`config.mk`:
```
export PLATFORM = sky130hd
export DESIGN_NAME = ordered_small_set_store_unit
export DESIGN_NICKNAME = d
export VERILOG_FILES = /design/src/hw/rtl/osss_pkg.sv /design/src/hw/rtl/osss_ram.sv /design/src/hw/rtl/osss_engine.sv /design/src/hw/rtl/ordered_small_set_store_unit.sv
export SDC_FILE = /design/constraint.sdc
export NUM_CORES = 1
export LEC_CHECK = 0
export BUFFER_PORTS_ARGS = -buffer_cell sky130_fd_sc_hd__buf_2
export CAP_MARGIN = 20
export CELL_PAD_IN_SITES_DETAIL_PLACEMENT = 1
export CELL_PAD_IN_SITES_GLOBAL_PLACEMENT = 2
export CORE_ASPECT_RATIO = 0.75
export CORE_UTILIZATION = 30
export DETAILED_ROUTE_END_ITERATION = 10
export HOLD_SLACK_MARGIN = 0.05
export PLACE_DENSITY = 0.61
export REMOVE_ABC_BUFFERS = 1
export SYNTH_ARGS = -nofsm -noshare
export SYNTH_HDL_FRONTEND = slang
export SYNTH_SLANG_ARGS = --single-unit
export TNS_END_PERCENT = 100
```
`constraint.sdc`:
```
create_clock -name clk -period 3 [get_ports clk]
set_input_delay 0.45 -clock clk [delete_from_list [all_inputs] [get_ports clk]]
set_output_delay 0.45 -clock clk [all_outputs]
set_load 0.03 [all_outputs]
```
`src/hw/rtl/osss_pkg.sv`:
```
// Package for the ordered small set store: sizes, command codes and the
// transaction structs. No dependencies.
package osss_pkg;

  localparam int MAX_ENTRIES = 16;
  localparam int ADDR_W      = $clog2(MAX_ENTRIES);
  localparam int CNT_W       = $clog2(MAX_ENTRIES + 1);
  localparam int KEY_W       = 8;
  localparam int CAP_W       = 5;
  localparam logic [CAP_W-1:0] CAP_RESET = 5'd16;

  typedef enum logic [1:0] {
    CMD_ADD    = 2'd0,
    CMD_DELETE = 2'd1,
    CMD_QUERY  = 2'd2,
    CMD_READ   = 2'd3
  } cmd_t;

  typedef struct packed {
    cmd_t             cmd;
    logic [KEY_W-1:0] key;
    logic [3:0]       index;
  } in_item_t;

  typedef struct packed {
    logic             found;
    logic             changed;
    logic [4:0]       count;
    logic [KEY_W-1:0] entry_value;
    logic             index_ok;
  } out_item_t;

  typedef struct packed {
    logic              we;
    logic [ADDR_W-1:0] waddr;
    logic [KEY_W-1:0]  wdata;
    logic [ADDR_W-1:0] raddr;
  } ram_req_t;

endpackage

```
`src/hw/rtl/osss_ram.sv`:
```
// Generic single-write, single-read RAM with registered read data.
// No dependencies.
module osss_ram #(
  parameter int WIDTH = 8,
  parameter int DEPTH = 16
) (
  input  logic                     clk,
  input  logic                     we,
  input  logic [$clog2(DEPTH)-1:0] waddr,
  input  logic [WIDTH-1:0]         wdata,
  input  logic [$clog2(DEPTH)-1:0] raddr,
  output logic [WIDTH-1:0]         rdata
);

  logic [WIDTH-1:0] mem [DEPTH];

  always_ff @(posedge clk) begin
    if (we) begin
      mem[waddr] <= wdata;
    end
    rdata <= mem[raddr];
  end

endmodule

```
`src/hw/rtl/osss_engine.sv`:
```
// Sequencer for the set store: scans, appends and compacts entries through one
// RAM port pair, one entry per cycle, with a single key comparator. Uses osss_pkg.
module osss_engine (
  input  logic                            clk,
  input  logic                            rst_n,
  input  logic                            start,
  input  osss_pkg::in_item_t              start_item,
  input  logic [osss_pkg::CAP_W-1:0]      cap,
  input  logic                            take,
  input  logic [osss_pkg::KEY_W-1:0]      rdata,
  output osss_pkg::ram_req_t              ram_req,
  output logic                            idle,
  output logic                            done,
  output osss_pkg::out_item_t             result
);
  import osss_pkg::*;

  typedef enum logic [4:0] {
    ST_IDLE   = 5'b00001,
    ST_SCAN   = 5'b00010,
    ST_SHIFT  = 5'b00100,
    ST_RDWAIT = 5'b01000,
    ST_DONE   = 5'b10000
  } state_t;

  localparam int CMP_W = CNT_W + CAP_W;

  state_t            state_r, state_nxt;
  logic [CNT_W-1:0]  cnt_r, cnt_nxt;
  logic [CNT_W-1:0]  ptr_r, ptr_nxt;
  logic [ADDR_W-1:0] cmp_r, cmp_nxt;
  logic              rv_r, rv_nxt;
  in_item_t          item_r, item_nxt;
  out_item_t         res_r, res_nxt;

  logic issue, hit, room, last;

  assign issue = ptr_r < cnt_r;
  assign hit   = rv_r && (rdata == item_r.key);
  assign room  = (CMP_W'(cnt_r) < CMP_W'(cap)) && (cnt_r < CNT_W'(MAX_ENTRIES));
  assign last  = (CNT_W'(cmp_r) + CNT_W'(1)) == cnt_r;

  always_comb begin
    state_nxt = state_r;
    cnt_nxt   = cnt_r;
    ptr_nxt   = ptr_r;
    cmp_nxt   = cmp_r;
    rv_nxt    = 1'b0;
    item_nxt  = item_r;
    res_nxt   = res_r;
    ram_req   = '0;
    ram_req.raddr = ptr_r[ADDR_W-1:0];

    case (state_r)
      ST_IDLE: begin
        ram_req.raddr = ADDR_W'(start_item.index);
        if (start) begin
          item_nxt = start_item;
          res_nxt  = '0;
          ptr_nxt  = '0;
          if (start_item.cmd == CMD_READ) begin
            if (CMP_W'(start_item.index) < CMP_W'(cnt_r)) begin
              state_nxt = ST_RDWAIT;
            end else begin
              state_nxt = ST_DONE;
            end
          end else begin
            state_nxt = ST_SCAN;
          end
        end
      end
      ST_SCAN: begin
        if (issue) begin
          ptr_nxt = ptr_r + CNT_W'(1);
          rv_nxt  = 1'b1;
          cmp_nxt = ptr_r[ADDR_W-1:0];
        end
        if (hit) begin
          res_nxt.found = 1'b1;
          rv_nxt        = 1'b0;
          if (item_r.cmd == CMD_DELETE) begin
            if (last) begin
              cnt_nxt           = cnt_r - CNT_W'(1);
              res_nxt.changed   = 1'b1;
              state_nxt         = ST_DONE;
            end else begin
              ptr_nxt   = CNT_W'(cmp_r) + CNT_W'(1);
              state_nxt = ST_SHIFT;
            end
          end else begin
            state_nxt = ST_DONE;
          end
        end else if (!rv_r && !issue) begin
          if (item_r.cmd == CMD_ADD && room) begin
            ram_req.we      = 1'b1;
            ram_req.waddr   = cnt_r[ADDR_W-1:0];
            ram_req.wdata   = item_r.key;
            cnt_nxt         = cnt_r + CNT_W'(1);
            res_nxt.changed = 1'b1;
          end
          state_nxt = ST_DONE;
        end
      end
      ST_SHIFT: begin
        if (issue) begin
          ptr_nxt = ptr_r + CNT_W'(1);
          rv_nxt  = 1'b1;
          cmp_nxt = ptr_r[ADDR_W-1:0];
        end
        if (rv_r) begin
          ram_req.we    = 1'b1;
          ram_req.waddr = cmp_r - ADDR_W'(1);
          ram_req.wdata = rdata;
        end else if (!issue) begin
          cnt_nxt         = cnt_r - CNT_W'(1);
          res_nxt.changed = 1'b1;
          state_nxt       = ST_DONE;
        end
      end
      ST_RDWAIT: begin
        res_nxt.entry_value = rdata;
        res_nxt.index_ok    = 1'b1;
        state_nxt           = ST_DONE;
      end
      ST_DONE: begin
        if (take) begin
          state_nxt = ST_IDLE;
        end
      end
      default: begin
        state_nxt = ST_IDLE;
      end
    endcase
  end

  always_ff @(posedge clk) begin
    if (!rst_n) begin
      state_r <= ST_IDLE;
      cnt_r   <= '0;
      rv_r    <= 1'b0;
    end else begin
      state_r <= state_nxt;
      cnt_r   <= cnt_nxt;
      rv_r    <= rv_nxt;
    end
  end

  always_ff @(posedge clk) begin
    ptr_r  <= ptr_nxt;
    cmp_r  <= cmp_nxt;
    item_r <= item_nxt;
    res_r  <= res_nxt;
  end

  assign idle = (state_r == ST_IDLE);
  assign done = (state_r == ST_DONE);

  always_comb begin
    result       = res_r;
    result.count = 5'(cnt_r);
  end

endmodule

```
`src/hw/rtl/ordered_small_set_store_unit.sv`:
```
// Ordered small set store. A read fetches the entry at its index, or skips the
// RAM at or beyond count; add, query and delete scan the entries in order up to
// a hit or the set's end; a delete of any but the last entry compacts the rest.
// One transaction at a time: the next is accepted the cycle after the result is
// registered, or after a stalled output register frees. Synchronous active-low
// reset empties the set and sets capacity to 16; entry storage is not cleared.
module ordered_small_set_store_unit (
  input  logic                        clk,
  input  logic                        rst_n,
  input  logic                        in_valid,
  output logic                        in_stall,
  input  osss_pkg::in_item_t          in_data,
  output logic                        out_valid,
  input  logic                        out_stall,
  output osss_pkg::out_item_t         out_data,
  input  logic                        cfg_wr_en,
  input  logic [osss_pkg::CAP_W-1:0]  cfg_wr_data
);
  import osss_pkg::*;

  logic [CAP_W-1:0] cap_r;
  logic             out_valid_r;
  out_item_t        out_data_r;

  ram_req_t         ram_req;
  logic [KEY_W-1:0] rdata;
  logic             eng_idle, eng_done, take, start;
  out_item_t        eng_result;

  assign in_stall = !eng_idle;
  assign start    = in_valid && eng_idle;
  assign take     = eng_done && (!out_valid_r || !out_stall);

  osss_ram #(
    .WIDTH (KEY_W),
    .DEPTH (MAX_ENTRIES)
  ) u_ram (
    .clk   (clk),
    .we    (ram_req.we),
    .waddr (ram_req.waddr),
    .wdata (ram_req.wdata),
    .raddr (ram_req.raddr),
    .rdata (rdata)
  );

  osss_engine u_engine (
    .clk        (clk),
    .rst_n      (rst_n),
    .start      (start),
    .start_item (in_data),
    .cap        (cap_r),
    .take       (take),
    .rdata      (rdata),
    .ram_req    (ram_req),
    .idle       (eng_idle),
    .done       (eng_done),
    .result     (eng_result)
  );

  always_ff @(posedge clk) begin
    if (!rst_n) begin
      cap_r       <= CAP_RESET;
      out_valid_r <= 1'b0;
    end else begin
      if (cfg_wr_en) begin
        cap_r <= cfg_wr_data;
      end
      if (take) begin
        out_valid_r <= 1'b1;
      end else if (!out_stall) begin
        out_valid_r <= 1'b0;
      end
    end
  end

  always_ff @(posedge clk) begin
    if (take) begin
      out_data_r <= eng_result;
    end
  end

  assign out_valid = out_valid_r;
  assign out_data  = out_data_r;

endmodule

```
==> results of run 1 <==
[per-layer routing]
metal | up-vias | global-route usage | routed length (um)
met4 | 0 | 0.04808 | 154
met3 | 9 | 0.04544 | 1615
li1 | 2644 | - | -
met1 | 2891 | 0.2583 | 12510
met2 | 106 | 0.2475 | 10460
met5 | - | 0 | 0
[where the power goes]
part | leakage, nW | switching [mW] | internal [mW] | total, mW
Combinational | 1.67 | 0.390 | 0.274 | 0.664
Clock | 0.279 | 1.06 | 1.24 | 2.29
Sequential | 1.65 | 0.0743 | 3.05 | 3.12
Total | 3.60 | 1.52 | 4.55 | 6.07
[final cells by class]
class / instances / area share
multi-input cells: 400 / 0.2637
clock buffers: 18 / 0.04144
flip-flops and latches: 199 / 0.5528
inverters: 18 / 0.006765
clock inverters: 14 / 0.01413
well taps: 385 / 0.04651
repair buffers: 109 / 0.07441
diodes: 1 / 0.0002416
[kinds of logic after synthesis]
family                     synth area share
DFF                                  0.6593
and+or+nand+nor                      0.1096
AOI/OAI and AO/OA                    0.1059
buffers and inverters               0.02867
muxes                               0.04970
xor gates and xnor gates            0.02377
adders and majority gates           0.02305
[registers in the layout, summed over array words and instances (netlist names)]
signal	cells
cap_r	5
out_data	16
out_valid	1
u_engine.cmp_r	4
u_engine.cnt_r	5
u_engine.item_r	10
u_engine.ptr_r	5
u_engine.result	11
u_engine.rv_r	1
u_engine.state_r	5
u_ram.mem	128
u_ram.rdata	8
[worst min-delay path by stage]
stage	startpoint	slack, ns	cells past startpoint	endpoint
after floorplan	u_engine.result[0]	0.40	0	out_data[0]
after global placement	u_engine.result[3]	0.41	0	out_data[3]
after detailed placement	u_engine.result[3]	0.41	0	out_data[3]
after CTS	in_data[8]	0.17	1	u_engine.item_r[8]
after global routing	in_data[7]	0.17	1	u_engine.item_r[7]
final	in_data[8]	0.18	1	u_engine.item_r[8]
[what timing repair did]
item | in CTS | in global routing
resized for setup | 1 | 3
gates cloned | 0 | 1
pin swaps | 0 | 1
setup endpoints to repair | 1 | 7
buffers inserted | 0 | 6
endpoints found under the hold margin | 0 | 0
[worst register-to-register path: cells and delay by family (launching register included)]
| kind | cells | cell delay (ns) |
|---|---|---|
| and+or+nand+nor | 2 | 0.79 |
| AOI/OAI and AO/OA | 3 | 0.79 |
| muxes | 1 | 0.43 |
| buffers and inverters | 2 | 0.40 |
| DFF | 1 | 0.39 |
[through the flow]
step                      worst slack, ns  power [mW]  hold WS (ns)
after detailed placement          0.01290       3.799        0.4061
final                             0.09816       6.075        0.1844
after CTS                        0.008911       6.096        0.1660
after global placement             0.1055       3.788        0.4114
after global routing             -0.05349       6.299        0.1737
after floorplan                   -0.4190       3.502        0.4003
[placed cells by master, fill, tap and decap left out, types with 8 or more instances in the layout]
master,instances
ha_1,16
buf_2,41
a31oi_1,8
and2_1,10
nor3_1,8
a21oi_1,24
buf_4,64
o21ai_0,22
a22o_1,8
nand2b_1,8
mux2_1,10
nor2b_1,19
mux2i_1,26
xor2_1,8
nand2_1,51
clkbuf_16,18
dfxtp_1,25
a211oi_1,21
nand3_1,8
nor2_1,54
xnor2_1,13
inv_1,17
edfxtp_1,174
==> flow_metrics.env, run 1 <==
export IMPL_skew_ns=0.01712
export IMPL_ir_worst_vdd_mv=0.3681
export IMPL_synth_edf_count=174
export IMPL_die_y_um=149.4
export IMPL_timing_critical_path_mode_cell="buf_4"
export IMPL_antenna_found_initial=0
export IMPL_die_w_um=198.5
export IMPL_clock_path_buffers=2
export IMPL_r2r_end="u_ram.rdata[1]"
export IMPL_place_area_um2=9672
export IMPL_synth_main_ff_cell="edfxtp_1"
export IMPL_die_area_um2=29640
export IMPL_status="complete, no violations"
export IMPL_worst_slew_pin_slew_ns=0.7465
export IMPL_tritoncts="yes"
export IMPL_stdcell_count=1144
export IMPL_cp_start_kind="flop"
export IMPL_cp_endpoint="u_ram.rdata[1]"
export IMPL_drc=0
export IMPL_drt_pass1_iter_count=5
export IMPL_yosysWarnings=0
export IMPL_slew_viol_final=0
export IMPL_fin_crit_sh=0.9673
export IMPL_syn_inst=648
export IMPL_grtUsageTotal=0.1740
export IMPL_core_region_area_um2=28250
export IMPL_ys_top_cells_by_area="edfxtp_1 (60%), dfxtp_1 (5.8%), mux2i_1 (3.0%)"
export IMPL_critical_path_max_stage_delay_ns=0.59
export IMPL_synthTopCellsByCount="edfxtp_1 (174), nor2_1 (54), nand2_1 (51)"
export IMPL_setup_tns_ns=0
export IMPL_critical_path_buf_inv_count=2
export IMPL_hold_class="primary input to flop"
export IMPL_synth_most_common_cell="edfxtp_1"
export IMPL_portBuffers=41
export IMPL_rsz0062_at_grt="true"
export IMPL_grt_pass1_vias=5882
export IMPL_period_minus_slack_ns=2.902
export IMPL_initial_core_util=0.3074
export IMPL_setup_violations=0
export IMPL_grt_first_pass_wirelength_um=37110
export IMPL_ys_types=61
export IMPL_maxCapViolCount=0
export IMPL_htreeDepth=4
export IMPL_cp_required_ns=3.33
export IMPL_syn_to_final_growth_pct=19.26
export IMPL_cp_cell_sequence="or4b_4, nor2_8, buf_4, mux2_4, buf_4, a211oi_1, o21ai_0, a221o_1"
export IMPL_syn_avg_cell_area_um2=13.40
export IMPL_grt_overflow_total=0
export IMPL_crit_type="flop to flop"
export IMPL_drive_gt1_frac=0.2032
export IMPL_synthArstFlopShare=0
export IMPL_cp_slowest_cell="or4b_4"
export IMPL_wire_per_inst_um=21.63
export IMPL_yosys_area_top_type="edfxtp_1"
export IMPL_total_leakage_power_nw=3.604
export IMPL_endpoint_kind="flop"
export IMPL_rows=53
export IMPL_synth_top_area_frac=0.6016
export IMPL_clock_sinks=199
export IMPL_io_pins=42
export IMPL_slew_headroom=0.4971
export IMPL_routed_via_count=5650
export IMPL_r2r_setup_slack_ns=0.1
export IMPL_wl_um=24740
export IMPL_cp_depth=8
export IMPL_clk_pin_slew_ns=0.07
export IMPL_crit_family="simple AND/OR/NAND/NOR gates"
export IMPL_grt_max_degree=43
export IMPL_clock_latency_ns=0.44
export IMPL_n_fill_cell=3031
export IMPL_ys_seq_area_frac=0.6593
export IMPL_final_antenna_net_count=0
export IMPL_reg2reg_from="u_engine.state_r[2]"
export IMPL_multi_input_area_um2=2731
export IMPL_stdcell_area_um2=10360
export IMPL_fmax_mhz=344.6
export IMPL_nets=785
export IMPL_final_util=0.3666
export IMPL_register_area_um2=5725
export IMPL_place_hpwl_um=17910
export IMPL_synth_area_um2=8685
export IMPL_startpoint="u_engine.state_r[2]"
export IMPL_vias_per_cell=4.939
export IMPL_final_hold_viol_count=0
export IMPL_initialDrtViolationCount=299
export IMPL_crit_arrival_ns=3.24
export IMPL_root_buffer="clkbuf_16"
export IMPL_power_density_nw_per_um2=586.5
export IMPL_cp_max_fo=20
export IMPL_place_gp_congestion=0.8492
export IMPL_numCtsBuffers=17
export IMPL_ys_ff_latch=199
export IMPL_dpl_cell_count=1104
export IMPL_worstRegToRegCells=8
export IMPL_cts_hold_buf=0
No activity file was read; power rests on OpenSTA's default activity.
==> run 2: changes to the inputs <==
- REMOVE_ABC_BUFFERS: 1 -> unset
==> run 2 against run 1 <==
Compared with the run above:
- sequential power hardly changed
- worst hold slack improved by 0.0030 ns
- global-route usage barely moved
- register-to-register slack barely moved
- worst setup slack got worse by 0.0066 ns
- clock power decreased by 2%
- first-iteration DRC count rose by 19%
- fmax shrank 0.23%
- highest routed layer unchanged
- clock skew is 0.00096 ns lower
- largest cell class unchanged
- largest power group unchanged
==> flow_metrics.env, run 2 (synthesized netlist as in run 1, its figures left out) <==
export IMPL_status="complete, no violations"
export IMPL_wl_met2_um=10030
export IMPL_drt_pass1_iter_count=4
export IMPL_cp_slowest_cell="or4b_4"
export IMPL_clock_path_buffers=2
export IMPL_grt_pass1_vias=5735
export IMPL_power_density_nw_per_um2=576.6
export IMPL_setup_tns_ns=0
export IMPL_largest_reg_flops=128
export IMPL_worstHoldPathCells=1
export IMPL_slew_viol_final=0
export IMPL_ir_worst_vdd_mv=0.4025
export IMPL_wl_met3_um=1417
export IMPL_cp_max_fo=22
export IMPL_die_y_um=149.4
export IMPL_initial_core_util=0.3074
export IMPL_grt_first_pass_wirelength_um=36960
export IMPL_clock_latency_ns=0.45
export IMPL_wl_met1_um=12710
export IMPL_drc=0
export IMPL_final_antenna_net_count=0
export IMPL_die_area_um2=29640
export IMPL_power_frac_seq=0.516
export IMPL_initialDrtViolationCount=356
export IMPL_grtUsageTotal=0.1739
export IMPL_endpoint_kind="flop"
export IMPL_comb_power_share=0.112
export IMPL_numCtsBuffers=17
export IMPL_final_common_cell="edfxtp_1"
export IMPL_nets=796
export IMPL_largest_register="u_ram.mem"
export IMPL_cp_cell_sequence="or4b_4, nor2_8, inv_4, mux2i_4, buf_12, mux2i_1, nand2_1, nand3_1, o221ai_1, buf_4"
export IMPL_skew_ns=0.01616
export IMPL_intPower_mw=4.490
export IMPL_syn_to_final_growth_pct=20.30
export IMPL_htreeDepth=4
export IMPL_p_clk_frac=0.372
export IMPL_dpl_worst_slack_ns=0.06755
export IMPL_core_region_area_um2=28250
export IMPL_finalWorstSetupSlack_ns=0.09151
export IMPL_whs_ns=0.1873
export IMPL_crit_arrival_ns=3.25
export IMPL_fin_crit_sh=0.9695
export IMPL_setup_violations=0
export IMPL_wl_um=24380
export IMPL_crit_type="flop to flop"
export IMPL_cp_required_ns=3.34
export IMPL_worst_slew_pin_slew_ns=0.8642
export IMPL_clock_sinks=199
export IMPL_grt_overflow_total=0
export IMPL_io_pins=42
export IMPL_p_sw_frac=0.2547
export IMPL_die_w_um=198.5
export IMPL_place_hpwl_um=17710
export IMPL_cp_start_kind="flop"
export IMPL_wire_per_inst_um=21.11
export IMPL_total_leakage_power_nw=3.653
export IMPL_worstRegToRegCells=10
export IMPL_fmax_mhz=343.8
export IMPL_clk_pin_slew_ns=0.08
export IMPL_grt_max_degree=23
export IMPL_drive_gt1_frac=0.2198
export IMPL_critical_path_max_stage_delay_ns=0.58
export IMPL_root_buffer="clkbuf_16"
export IMPL_n_fill_cell=3022
export IMPL_portBuffers=41
export IMPL_final_hold_viol_count=0
export IMPL_layout_common_cells="edfxtp_1 (174), buf_4 (75), nor2_1 (54)"
export IMPL_routed_via_count=5674
export IMPL_period_minus_slack_ns=2.908
export IMPL_rows=53
export IMPL_antenna_found_initial=0
export IMPL_cts_hold_buf=0
export IMPL_hold_class="primary input to flop"
export IMPL_tritoncts="yes"
export IMPL_place_gp_congestion=0.7923
export IMPL_slew_headroom=0.4186
export IMPL_vias_per_cell=4.913
export IMPL_synth_nets=688
export IMPL_dr_max_layer_used="met4"
export IMPL_p_switching_mw=1.534
export IMPL_maxCapViolCount=0
run 2: area by class of cell:
cell class	instances	area, um^2	area share
Timing Repair Buffer	120	839.6	0.08036
Sequential cell	199	5725	0.5480
Tap cell	385	481.7	0.04611
Clock inverter	15	142.6	0.01365
Antenna cell	1	2.502	0.0002395
Inverter	18	70.07	0.006707
Multi-Input combinational cell	400	2760	0.2642
Clock buffer	17	425.4	0.04072
run 2: final timing paths:
kind                                     startpoint  slack, ns                  to
worst max-delay path            u_engine.state_r[2]       0.09      u_ram.rdata[6]
worst min-delay path                     in_data[5]       0.19  u_engine.item_r[5]
worst max register to register  u_engine.state_r[2]       0.09      u_ram.rdata[6]
worst min register to register  u_engine.result[14]       0.42        out_data[14]
run 2: through the flow:
step | cells | cell area, um^2 | total power, mW | util
finish | 1155 | 10450 | 6.024 | 0.3698
global route | 1154 | 10450 | 6.240 | 0.3697
CTS | 1150 | 10380 | 6.074 | 0.3673
detailed placement | 1118 | 9807 | 3.827 | 0.3472
global placement | 1118 | 9807 | 3.810 | 0.3472
floorplan | 648 | 8690 | 3.538 | -
run 2: critical path, delay by kind of cell, from the launching register on:
kind	cells	cell delay [ns]
multiplexers	2	0.61
AO/OA/AOI/OAI	1	0.17
flip-flops	1	0.39
AND/OR/NAND/NOR	4	1.12
buffers and inverters	3	0.51
run 2: power groups by stage:
stage	logic (mW)	registers (mW)	clock network [mW]
finish	0.673	3.11	2.24
global route	0.733	3.11	2.39
CTS	0.662	3.11	2.31
detailed placement	0.659	3.17	0
global placement	0.648	3.16	0
floorplan	0.393	3.14	0
run 2: what timing repair did:
action / 4_1_cts / 5_1_grt
buffers inserted: 0 / 4
endpoints found under the setup margin: 0 / 18
gates resized for setup: 0 / 8
run 2: layer usage:
layer  GRT usage  up-vias
met4     0.04000        0
met5           0        -
li1            -     2665
met1      0.2631     2865
met2      0.2440      127
met3     0.04657       17
==> run 3: changes to the inputs <==
- CTS_BUF_LIST: unset -> sky130_fd_sc_hd__clkbuf_2
==> run 3 against run 2 <==
Compared with the run above:
- clock power decreased by 42%
- sequential power about the same
- critical path depth fell by 1
- largest cell class unchanged
- critical path type unchanged
- critical endpoint is now u_ram.rdata[5]
==> flow_metrics.env, run 3 (synthesized netlist as in run 1, its figures left out) <==
export IMPL_register_area_um2=5728
export IMPL_clock_sinks=199
export IMPL_core_region_area_um2=28250
export IMPL_status="complete, no violations"
export IMPL_cp_required_ns=3.67
export IMPL_drc=0
export IMPL_slew_viol_final=0
export IMPL_final_hold_viol_count=0
export IMPL_rsz0062_at_grt="false"
export IMPL_largest_reg_flops=128
export IMPL_dpl_worst_slack_ns=0.06755
export IMPL_period_minus_slack_ns=2.915
export IMPL_p_sw_frac=0.2807
export IMPL_crit_type="flop to flop"
export IMPL_setup_tns_ns=0
export IMPL_multi_input_area_um2=2766
export IMPL_maxCapViolCount=0
export IMPL_synth_nets=688
export IMPL_grtUsageTotal=0.1746
export IMPL_wl_um=24530
export IMPL_final_util=0.3666
export IMPL_wire_per_inst_um=20.77
export IMPL_final_antenna_net_count=0
export IMPL_worst_slew_pin_slew_ns=0.8667
export IMPL_die_w_um=198.5
export IMPL_die_area_um2=29640
export IMPL_final_common_cell="edfxtp_1"
export IMPL_slew_headroom=0.4169
export IMPL_worstHoldPathCells=5
export IMPL_comb_power_share=0.137
export IMPL_place_area_um2=9807
export IMPL_worstRegToRegCells=9
export IMPL_endpoint_kind="flop"
export IMPL_nets=820
export IMPL_clk_pin_slew_ns=0.27
export IMPL_hold_class="primary input to flop"
export IMPL_tritoncts="yes"
export IMPL_grt_pass1_vias=5885
export IMPL_p_clk_frac=0.254
export IMPL_fmax_mhz=343.1
export IMPL_numCtsBuffers=17
export IMPL_stdcell_area_um2=10360
export IMPL_layout_common_cells="edfxtp_1 (174), buf_4 (76), nor2_1 (54)"
export IMPL_fin_crit_sh=0.9717
export IMPL_grt_max_degree=23
export IMPL_htreeDepth=4
export IMPL_drt_pass1_iter_count=5
export IMPL_initial_core_util=0.3074
export IMPL_total_leakage_power_nw=3.608
export IMPL_skew_ns=0.06962
export IMPL_die_y_um=149.4
export IMPL_power_density_nw_per_um2=492.8
export IMPL_grt_first_pass_wirelength_um=37240
export IMPL_p_switching_mw=1.433
export IMPL_rows=53
export IMPL_syn_to_final_growth_pct=19.26
export IMPL_cp_max_fo=16
export IMPL_clock_path_buffers=2
export IMPL_initialDrtViolationCount=338
export IMPL_stdcell_count=1181
export IMPL_antenna_found_initial=1
export IMPL_place_gp_congestion=0.7923
export IMPL_clock_latency_ns=0.81
export IMPL_n_fill_cell=3064
export IMPL_setup_violations=0
export IMPL_grt_overflow_total=0
export IMPL_crit_arrival_ns=3.58
export IMPL_io_pins=42
export IMPL_routed_via_count=5730
export IMPL_largest_register="u_ram.mem"
export IMPL_intPower_mw=3.672
export IMPL_drive_gt1_frac=0.2169
export IMPL_dpl_cell_count=1118
export IMPL_vias_per_cell=4.852
export IMPL_ir_worst_vdd_mv=0.2176
export IMPL_cp_start_kind="flop"
export IMPL_power_frac_seq=0.609
export IMPL_finalWorstSetupSlack_ns=0.08501
export IMPL_place_hpwl_um=17710
export IMPL_root_buffer="clkbuf_2"
export IMPL_portBuffers=41
run 3: per-stage QoR:
step                hold slack [ns]  total power [mW]
floorplan                    0.4003             3.538
global placement             0.4031             3.810
detailed placement           0.4057             3.827
CTS                          0.2234             5.146
global route                 0.2823             5.302
finish                       0.3449             5.105
run 3: timing repair:
item                                    CTS  global route
resized for setup                         0            10
endpoints found under the setup margin    0            31
hold buffers                             24             0
hold endpoints to repair                 26             0
setup buffers                             0             4
run 3: worst paths after layout:
kind / from / endpoint / slack, ns
setup / recovery: u_engine.state_r[2] / u_ram.rdata[5] / 0.09
hold / removal: in_data[3] / u_engine.state_r[3] / 0.34
setup reg to reg: u_engine.state_r[2] / u_ram.rdata[5] / 0.09
hold reg to reg: u_engine.result[1] / out_data[1] / 0.46
run 3: power groups by stage:
stage	logic (mW)	clock network (mW)	registers, mW
2_1_floorplan	0.393	0	3.14
3_3_place_gp	0.648	0	3.16
3_5_place_dp	0.659	0	3.17
4_1_cts	0.688	1.35	3.11
5_1_grt	0.761	1.42	3.12
6_report	0.699	1.29	3.11
run 3: layout make-up:
cell class | count | area share
sequential | 199 | 0.5530
multi-input combinational | 400 | 0.2671
timing repair buffer | 144 | 0.1039
tap | 385 | 0.04651
clock inverter | 15 | 0.01377
clock buffer | 17 | 0.008215
inverter | 18 | 0.006765
antenna | 3 | 0.0007248
run 3: worst max-delay path, stage by stage, from the launching register on:
cell and delay [ns]:
dfxtp_2 0.43, or4b_4 0.56, nor2_8 0.21, mux2i_4 0.32, buf_4 0.18, buf_4 0.24
mux2_1 0.34, nor2_1 0.09, a311oi_1 0.07, a221o_1 0.35
run 3: per-layer routing:
| layer | vias to the layer above | track usage | part of all wire | routed length (um) |
|---|---|---|---|---|
| met2 | 107 | 0.2493 | 0.42 | 10250 |
| met5 | - | 0 | 0 | 0 |
| li1 | 2714 | - | - | - |
| met3 | 11 | 0.04544 | 0.047 | 1142 |
| met1 | 2898 | 0.2625 | 0.53 | 12950 |
| met4 | 0 | 0.03769 | 0.0075 | 183 |
